`src/rtl/tnep_pkg.sv`:
```
// Shared types, widths and helpers for the top-N edge pruner.
package tnep_pkg;

	localparam int KEEP_MAX = 16;
	localparam int ID_W     = 16;
	localparam int COEFF_W  = 32;
	localparam int KEEP_W   = 5;

	localparam logic [KEEP_W-1:0] KEEP_RESET = KEEP_W'(16);

	typedef logic [ID_W-1:0]           edge_id_t;
	typedef logic signed [COEFF_W-1:0] coeff_t;
	typedef logic [KEEP_W-1:0]         keep_t;

	// One stored edge.
	typedef struct packed {
		logic     valid;
		coeff_t   coeff;
		edge_id_t id;
	} entry_t;

	// Broadcast from the control to every cell.
	typedef struct packed {
		logic     ins;    // insert the offered edge this cycle
		logic     grow;   // the store may gain one entry
		logic     clr;    // node ends: empty the store
		coeff_t   coeff;
		edge_id_t id;
	} cell_cmd_t;

	// What a cell hands to its right neighbor.
	typedef struct packed {
		entry_t entry;
		logic   slot;     // offered edge goes at or before this cell
	} link_t;

	// Flip the sign bit so that an unsigned compare orders signed values.
	function automatic logic [COEFF_W-1:0] order_key(input coeff_t raw);
		order_key = {~raw[COEFF_W-1], raw[COEFF_W-2:0]};
	endfunction

endpackage

```
`src/rtl/tnep_if.sv`:
```
// Request and result channel interfaces of the top-N edge pruner.
interface tnep_edge_if;
	import tnep_pkg::*;

	logic     valid;
	logic     ready;
	edge_id_t edge_id;
	coeff_t   coeff_value;
	logic     last_edge;

	modport source (output valid, edge_id, coeff_value, last_edge, input ready);
	modport sink   (input valid, edge_id, coeff_value, last_edge, output ready);
endinterface

interface tnep_drop_if;
	import tnep_pkg::*;

	logic     valid;
	logic     ready;
	logic     drop_valid;
	edge_id_t drop_id;
	logic     node_done;

	modport source (output valid, drop_valid, drop_id, node_done, input ready);
	modport sink   (input valid, drop_valid, drop_id, node_done, output ready);
endinterface

```
`src/rtl/tnep_cell.sv`:
```
// One slot of the sorted store: compares against the offered edge and shifts.
module tnep_cell (
	input  logic                 clk,
	input  logic                 arst_n,
	input  tnep_pkg::cell_cmd_t  cmd,
	input  tnep_pkg::link_t      left,
	output tnep_pkg::link_t      right
);
	import tnep_pkg::*;

	logic     valid_q;
	coeff_t   coeff_q;
	edge_id_t id_q;
	logic     beat;
	logic     slot;
	logic     take_new;
	logic     take_left;

	// Strictly higher only: a tie leaves the offered edge behind this one.
	assign beat      = valid_q && (order_key(cmd.coeff) > order_key(coeff_q));
	assign slot      = !valid_q || beat;
	assign take_new  = cmd.ins && slot && !left.slot;
	assign take_left = cmd.ins && left.slot;

	always_ff @(posedge clk or negedge arst_n) begin
		if (!arst_n) begin
			valid_q <= 1'b0;
		end else if (cmd.clr) begin
			valid_q <= 1'b0;
		end else if (take_new) begin
			valid_q <= valid_q || cmd.grow;
		end else if (take_left) begin
			valid_q <= valid_q || (cmd.grow && left.entry.valid);
		end
	end

	always_ff @(posedge clk) begin
		if (take_new) begin
			coeff_q <= cmd.coeff;
			id_q    <= cmd.id;
		end else if (take_left) begin
			coeff_q <= left.entry.coeff;
			id_q    <= left.entry.id;
		end
	end

	assign right.entry = '{valid: valid_q, coeff: coeff_q, id: id_q};
	assign right.slot  = slot;

endmodule

```
`src/rtl/top_n_edge_pruner.sv`:
```
// Top level of the top-N edge pruner: cell chain, decision logic, result register.
//
// Usage:
//   edges  - request channel; each request is one edge of the current node
//            (edge_id, coeff_value as signed Q2.30, last_edge marking the
//            node's final edge).
//   drops  - result channel; one result per request: drop_valid/drop_id
//            name the edge to remove (drop_id is zero when nothing is
//            dropped), node_done repeats last_edge.
//   cfg_we/cfg_wdata - write keep_count (0..16, larger values act as 16);
//            write only while no request is in flight.
// The store is a row of KEEP_MAX cells kept sorted, highest coefficient
// first. Every request is compared against all cells at once and the row
// shifts right past the insert point in the same cycle.
// The result is registered and appears in the cycle after the request is accepted.
// Throughput: one request per cycle while results are taken, set by the single
// compare-and-shift pass across the cell row and the one-entry result register.
// Reset clears the store and sets keep_count to 16. When the receiver stalls
// the result register holds its result and edges.ready drops, so no request
// is taken until the held result leaves; a result taken in a cycle frees
// the register for a new request in that same cycle.
module top_n_edge_pruner (
	input  logic               clk,
	input  logic               arst_n,
	tnep_edge_if.sink          edges,
	tnep_drop_if.source        drops,
	input  logic               cfg_we,
	input  tnep_pkg::keep_t    cfg_wdata
);
	import tnep_pkg::*;

	keep_t     keep_q;
	cell_cmd_t cmd;
	link_t     chain [0:KEEP_MAX];

	logic      accept;
	logic      full;
	logic      empty;
	logic      tail_beaten;
	edge_id_t  tail_id;
	logic      is_tail;
	int        cap;

	logic      drop_now;
	edge_id_t  drop_id_now;

	logic      out_valid_q;
	logic      drop_valid_q;
	edge_id_t  drop_id_q;
	logic      node_done_q;

	// Keep count register.
	always_ff @(posedge clk or negedge arst_n) begin
		if (!arst_n) begin
			keep_q <= KEEP_RESET;
		end else if (cfg_we) begin
			keep_q <= cfg_wdata;
		end
	end

	// Take a request whenever the result register is free or being emptied.
	assign edges.ready = !out_valid_q || drops.ready;
	assign accept      = edges.valid && edges.ready;

	// Valid entries form a prefix, so "full" means cap is zero or some valid cell reaches cap.
	always_comb begin
		cap = (int'(keep_q) > KEEP_MAX) ? KEEP_MAX : int'(keep_q);
		full        = (cap == 0);
		tail_beaten = 1'b0;
		tail_id     = '0;
		is_tail     = 1'b0;
		for (int i = 0; i < KEEP_MAX; i++) begin
			if (chain[i+1].entry.valid && (i + 1 >= cap)) begin
				full = 1'b1;
			end
			if (i == KEEP_MAX - 1) begin
				is_tail = chain[i+1].entry.valid;
			end else begin
				is_tail = chain[i+1].entry.valid && !chain[i+2].entry.valid;
			end
			if (is_tail) begin
				tail_id     = tail_id | chain[i+1].entry.id;
				tail_beaten = tail_beaten | chain[i+1].slot;
			end
		end
	end

	assign empty = !chain[1].entry.valid;

	// Decide per request: grow, replace the lowest entry, or drop the request.
	always_comb begin
		cmd.coeff   = edges.coeff_value;
		cmd.id      = edges.edge_id;
		cmd.clr     = accept && edges.last_edge;
		cmd.ins     = 1'b0;
		cmd.grow    = 1'b0;
		drop_now    = 1'b0;
		drop_id_now = '0;
		priority if (!full) begin
			cmd.ins  = accept;
			cmd.grow = 1'b1;
		end else if (empty) begin
			drop_now    = 1'b1;
			drop_id_now = edges.edge_id;
		end else if (tail_beaten) begin
			// Push out the lowest entry and insert in its place.
			cmd.ins     = accept;
			drop_now    = 1'b1;
			drop_id_now = tail_id;
		end else begin
			drop_now    = 1'b1;
			drop_id_now = edges.edge_id;
		end
	end

	// Left end of the row: nothing valid, offered edge never goes before it.
	assign chain[0] = '0;

	for (genvar g = 0; g < KEEP_MAX; g++) begin : g_cell
		tnep_cell u_cell (
			.clk    (clk),
			.arst_n (arst_n),
			.cmd    (cmd),
			.left   (chain[g]),
			.right  (chain[g+1])
		);
	end

	// Result register.
	always_ff @(posedge clk or negedge arst_n) begin
		if (!arst_n) begin
			out_valid_q <= 1'b0;
		end else if (accept) begin
			out_valid_q <= 1'b1;
		end else if (drops.ready) begin
			out_valid_q <= 1'b0;
		end
	end

	always_ff @(posedge clk) begin
		if (accept) begin
			drop_valid_q <= drop_now;
			drop_id_q    <= drop_id_now;
			node_done_q  <= edges.last_edge;
		end
	end

	assign drops.valid      = out_valid_q;
	assign drops.drop_valid = drop_valid_q;
	assign drops.drop_id    = drop_id_q;
	assign drops.node_done  = node_done_q;

endmodule

```
`src/flat_wrapper.sv`:
```
// flat-port wrapper written by rule: the top's interface ports become plain ports
module top_n_edge_pruner_flat import tnep_pkg::*;
  (clk, arst_n, cfg_we, cfg_wdata, edges_valid, edges_edge_id, edges_coeff_value, edges_last_edge, edges_ready, drops_valid, drops_drop_valid, drops_drop_id, drops_node_done, drops_ready);
  tnep_edge_if edges_i ();
  tnep_drop_if drops_i ();
  input  logic clk;
  input  logic arst_n;
  input  logic cfg_we;
  input  tnep_pkg::keep_t cfg_wdata;
  input wire logic [$bits(edges_i.valid)-1:0] edges_valid;
  input wire logic [$bits(edges_i.edge_id)-1:0] edges_edge_id;
  input wire logic [$bits(edges_i.coeff_value)-1:0] edges_coeff_value;
  input wire logic [$bits(edges_i.last_edge)-1:0] edges_last_edge;
  output wire logic [$bits(edges_i.ready)-1:0] edges_ready;
  output wire logic [$bits(drops_i.valid)-1:0] drops_valid;
  output wire logic [$bits(drops_i.drop_valid)-1:0] drops_drop_valid;
  output wire logic [$bits(drops_i.drop_id)-1:0] drops_drop_id;
  output wire logic [$bits(drops_i.node_done)-1:0] drops_node_done;
  input wire logic [$bits(drops_i.ready)-1:0] drops_ready;
  assign edges_i.valid = edges_valid;
  assign edges_i.edge_id = edges_edge_id;
  assign edges_i.coeff_value = edges_coeff_value;
  assign edges_i.last_edge = edges_last_edge;
  assign edges_ready = edges_i.ready;
  assign drops_valid = drops_i.valid;
  assign drops_drop_valid = drops_i.drop_valid;
  assign drops_drop_id = drops_i.drop_id;
  assign drops_node_done = drops_i.node_done;
  assign drops_i.ready = drops_ready;
  top_n_edge_pruner u_core (.clk(clk), .arst_n(arst_n), .edges(edges_i), .drops(drops_i), .cfg_we(cfg_we), .cfg_wdata(cfg_wdata));
endmodule
```
`config.mk`:
```
export PLATFORM = sky130hd
export DESIGN_NAME = top_n_edge_pruner_flat
export DESIGN_NICKNAME = d
export VERILOG_FILES = /design/src/rtl/tnep_pkg.sv /design/src/rtl/tnep_if.sv /design/src/rtl/tnep_cell.sv /design/src/rtl/top_n_edge_pruner.sv /design/src/flat_wrapper.sv
export SDC_FILE = /design/constraint.sdc
export NUM_CORES = 2
export LEC_CHECK = 0
export ABC_AREA = 0
export BUFFER_PORTS_ARGS = -buffer_cell sky130_fd_sc_hd__buf_4
export CORE_MARGIN = 2
export CORE_UTILIZATION = 30
export CTS_CLUSTER_DIAMETER = 150
export CTS_CLUSTER_SIZE = 10
export DETAILED_ROUTE_END_ITERATION = 7
export GPL_ROUTABILITY_DRIVEN = 1
export GPL_TIMING_DRIVEN = 0
export MAX_ROUTING_LAYER = met4
export PLACE_DENSITY = 0.58
export SLEW_MARGIN = 30
export SYNTH_ARGS = -nofsm -noshare
export SYNTH_HDL_FRONTEND = slang
export SYNTH_SLANG_ARGS = --single-unit
export TNS_END_PERCENT = 5
```
`constraint.sdc`:
```
create_clock -name clk -period 6.9 [get_ports clk]
set_input_delay 2.07 -clock clk [delete_from_list [all_inputs] [get_ports clk]]
set_output_delay 2.07 -clock clk [all_outputs]
set_load 0.005 [all_outputs]
```
==> reports/metrics.cfg <==
[outcome]
status = finished, violations left
violations = negative setup slack

[placed_design]
place_congestion = 0.941
io_buffer_count = 77
pre_cts_ws_ns = -2.79
dp.final_hpwl_um = 116000

[global_route]
grt-ovfl-total = 0
grt_max_degree = 33
grt_pass1_wl_um = 239000
track_usage_pct = 20.6
antenna_found_initial = 1
grt_pass1_vias = 33500

[power]
p_per_area_nw_per_um2 = 431
pwr-share-clk_pct = 18.9
seqPwrFrac_pct = 39.0
power_w = 0.0239
ir_worst_vdd_mv = 0.267
power.switching_w = 0.00944
swShare_pct = 39.5
comb_power_share_pct = 42.1
leakage_nw = 21.9
power.internal_w = 0.0145

[floorplan]
die-height_um = 406
io_pins = 79
die-area_um2 = 164000
core_um2 = 160000
num_rows = 147
die_w_um = 406
start_util_pct = 30.2

[setup_path]
worstReg2RegStart = u_core.g_cell[1].u_cell.coeff_q[17]
crit_fanout = 10
arrival_ns = 7.45
end_kind = register
r2r_end = u_core.g_cell[14].u_cell.coeff_q[14]
crit_type = primary input to register
critPathRequiredTime_ns = 7.30
r2r_setup_slack_ns = 1.36
r2r_cells = 15
crit_path_start_kind = primary input

[sta]
fmax_ghz = 0.142
worst_pin_slew_ns = 1.12
slew_viol_final = 0
relSlewSlack_pct = 25.5
min_period_ns = 7.05
finClkSkew_ns = 0.0589
finalHoldViolations = 0
setup_ws_ns = -0.149
finalCritPeriodShare_pct = 102
setup_viol = 102

[clocking]
clk_pin_slew_ns = 0.06
cts_buffer_depth = 3
insertion_delay_ns = 0.70
numCtsBuffers = 91
numClockSinks = 808
hold_buffers = 0
htree_levels = 3
cts_tree = done
clock-root-buffer = clkbuf_16

[synthesis]
synthesis.nets = 4531
ys_top_cells_by_count = edfxtp_1, mux2_2, ha_1
synth-edff-count = 786
syn_inst = 3960
yosysMostFrequentCell = edfxtp_1
ys_ff_latch = 808
ys.flop_type = edfxtp_1
synthTopCellsByArea = edfxtp_1, ha_1, mux2_2
post_synth.cell_area_avg_um2 = 12.2
ys_warn_count = 0
yosysTopAreaCell = edfxtp_1
ys_seq_area_share_pct = 49.9
ys_async_sr_fraction_pct = 2.72
synth_top_area_share_pct = 48.8
synth_area_um2 = 48400
synth_cell_type_count = 67

[worst_hold_path]
hold_end = u_core.g_cell[9].u_cell.coeff_q[30]
min_path_type = register to register
hold_start = u_core.g_cell[8].u_cell.coeff_q[30]
whs_path_depth = 1

[detailed_routing]
vias_per_cell = 5.43
antenna_left = 0
first_iter_violations = 3961
wl_um = 168000
vias = 34700
route.detailed.drc = 0
wl_per_cell_um = 26.3
first_pass_iters = 5

[final_layout]
layout.nets = 4761
syn_to_final_growth_pct = 14.8
layout-drive-gt1-share_pct = 21.6

[job]
cap_viol_max_count = 0

power groups by stage:
stage          sequential [W]  clock (W)  combinational, W
3_3_place_gp          0.00963          0           0.00878
4_1_cts               0.00929    0.00459           0.00983
2_1_floorplan         0.00903          0           0.00576
3_5_place_dp          0.00936          0           0.00956
6_report              0.00933    0.00452            0.0101
5_1_grt               0.00950    0.00476            0.0108
worst max-delay path by stage:
stage | start | endpoint | slack (ns) | cells after the start
floorplan | edges_coeff_value[31] | u_core.g_cell[2].u_cell.coeff_q[0] | -0.66 | 14
global placement | edges_coeff_value[31] | u_core.g_cell[2].u_cell.coeff_q[10] | -7.25 | 15
detailed placement | edges_coeff_value[31] | u_core.g_cell[15].u_cell.coeff_q[17] | -2.79 | 16
CTS | edges_coeff_value[31] | u_core.g_cell[14].u_cell.coeff_q[14] | 0.05 | 18
global route | edges_coeff_value[31] | u_core.g_cell[12].u_cell.coeff_q[19] | -0.04 | 17
finish | edges_coeff_value[31] | u_core.g_cell[12].u_cell.coeff_q[19] | -0.15 | 18
layout by cell type, fill, tap and decap left out, types with 54 or more instances in the layout:
master     count
mux2_1       132
nand3_1      113
nand2_1      127
nor2_1        78
nand4_1      133
clkbuf_1     113
a21oi_1      228
o21ai_0      106
inv_1        503
mux2_2       530
buf_2         54
ha_1         512
clkbuf_16     91
a22oi_1      102
buf_4        113
edfxtp_1     786
worst max-delay path, stage by stage:
cell	delay, ns
buf_4	0.20
clkbuf_4	0.31
clkinvlp_4	0.13
buf_4	0.18
buf_4	0.16
ha_1	0.32
nand4_1	0.25
nor3_1	0.13
a221oi_2	0.57
a21boi_0	0.25
a2111oi_2	0.44
nand4_1	0.30
nor4b_4	0.45
a221oi_2	0.19
nand3_1	0.18
buf_2	0.52
buf_4	0.38
mux2_2	0.38
timing repair:
item / CTS / global route
cloned: 8 / 1
setup buffers: 11 / 2
setup endpoints to repair: 1505 / 437
gates resized for setup: 31 / 10
pin swaps: 0 / 6
kinds of logic after synthesis:
| logic type | after synthesis | synth area share [%] |
|---|---|---|
| buffers and inverters | 685 | 5.64 |
| muxes | 663 | 15.4 |
| and+or+nand+nor | 595 | 6.45 |
| adders and majority gates | 512 | 13.2 |
| DFF | 808 | 49.9 |
| AOI/OAI and AO/OA | 697 | 9.30 |
through the flow:
stage	setup TNS [ns]	util [%]	cell area, um2	std cells	hold slack [ns]
floorplan	-94.61	-	48400	3960	0.511
global placement	-5231.84	32.2	51700	6197	0.541
detailed placement	-3380.71	32.8	52600	6233	0.548
CTS	0	34.6	55400	6373	0.555
global route	-1.09	34.6	55500	6378	0.579
finish	-6.99	34.6	55500	6379	0.544
area by class of cell:
class                   count  area [um2]
diodes                      1        2.50
plain buffers             179         862
clock buffers             113        2360
clock inverters             8         195
fillers                 15900      105000
inverters                 506        1910
multi-input cells        2476       22000
flip-flops and latches    808       24200
well taps                2160        2700
repair buffers            128        1380
registers in the layout (all words and copies together) (netlist names):
signal                        cells
u_core.drops.drop_id             16
u_core.keep_q                     5
u_core.g_cell.u_cell.id_q       256
u_core.g_cell.u_cell.coeff_q    512
u_core.drops.valid                1
u_core.drops.drop_valid           1
u_core.g_cell.u_cell.valid_q     16
u_core.drops.node_done            1
routing by layer:
metal	GRT usage, %	part of all wire (%)	up-vias
li1	-	-	15300
met1	27.2	43	17400
met2	30.6	43	1591
met3	3.91	8.7	358
met4	9.37	5.3	0
met5	-	0	-
Note: power is estimated with default switching activity, not from simulation.
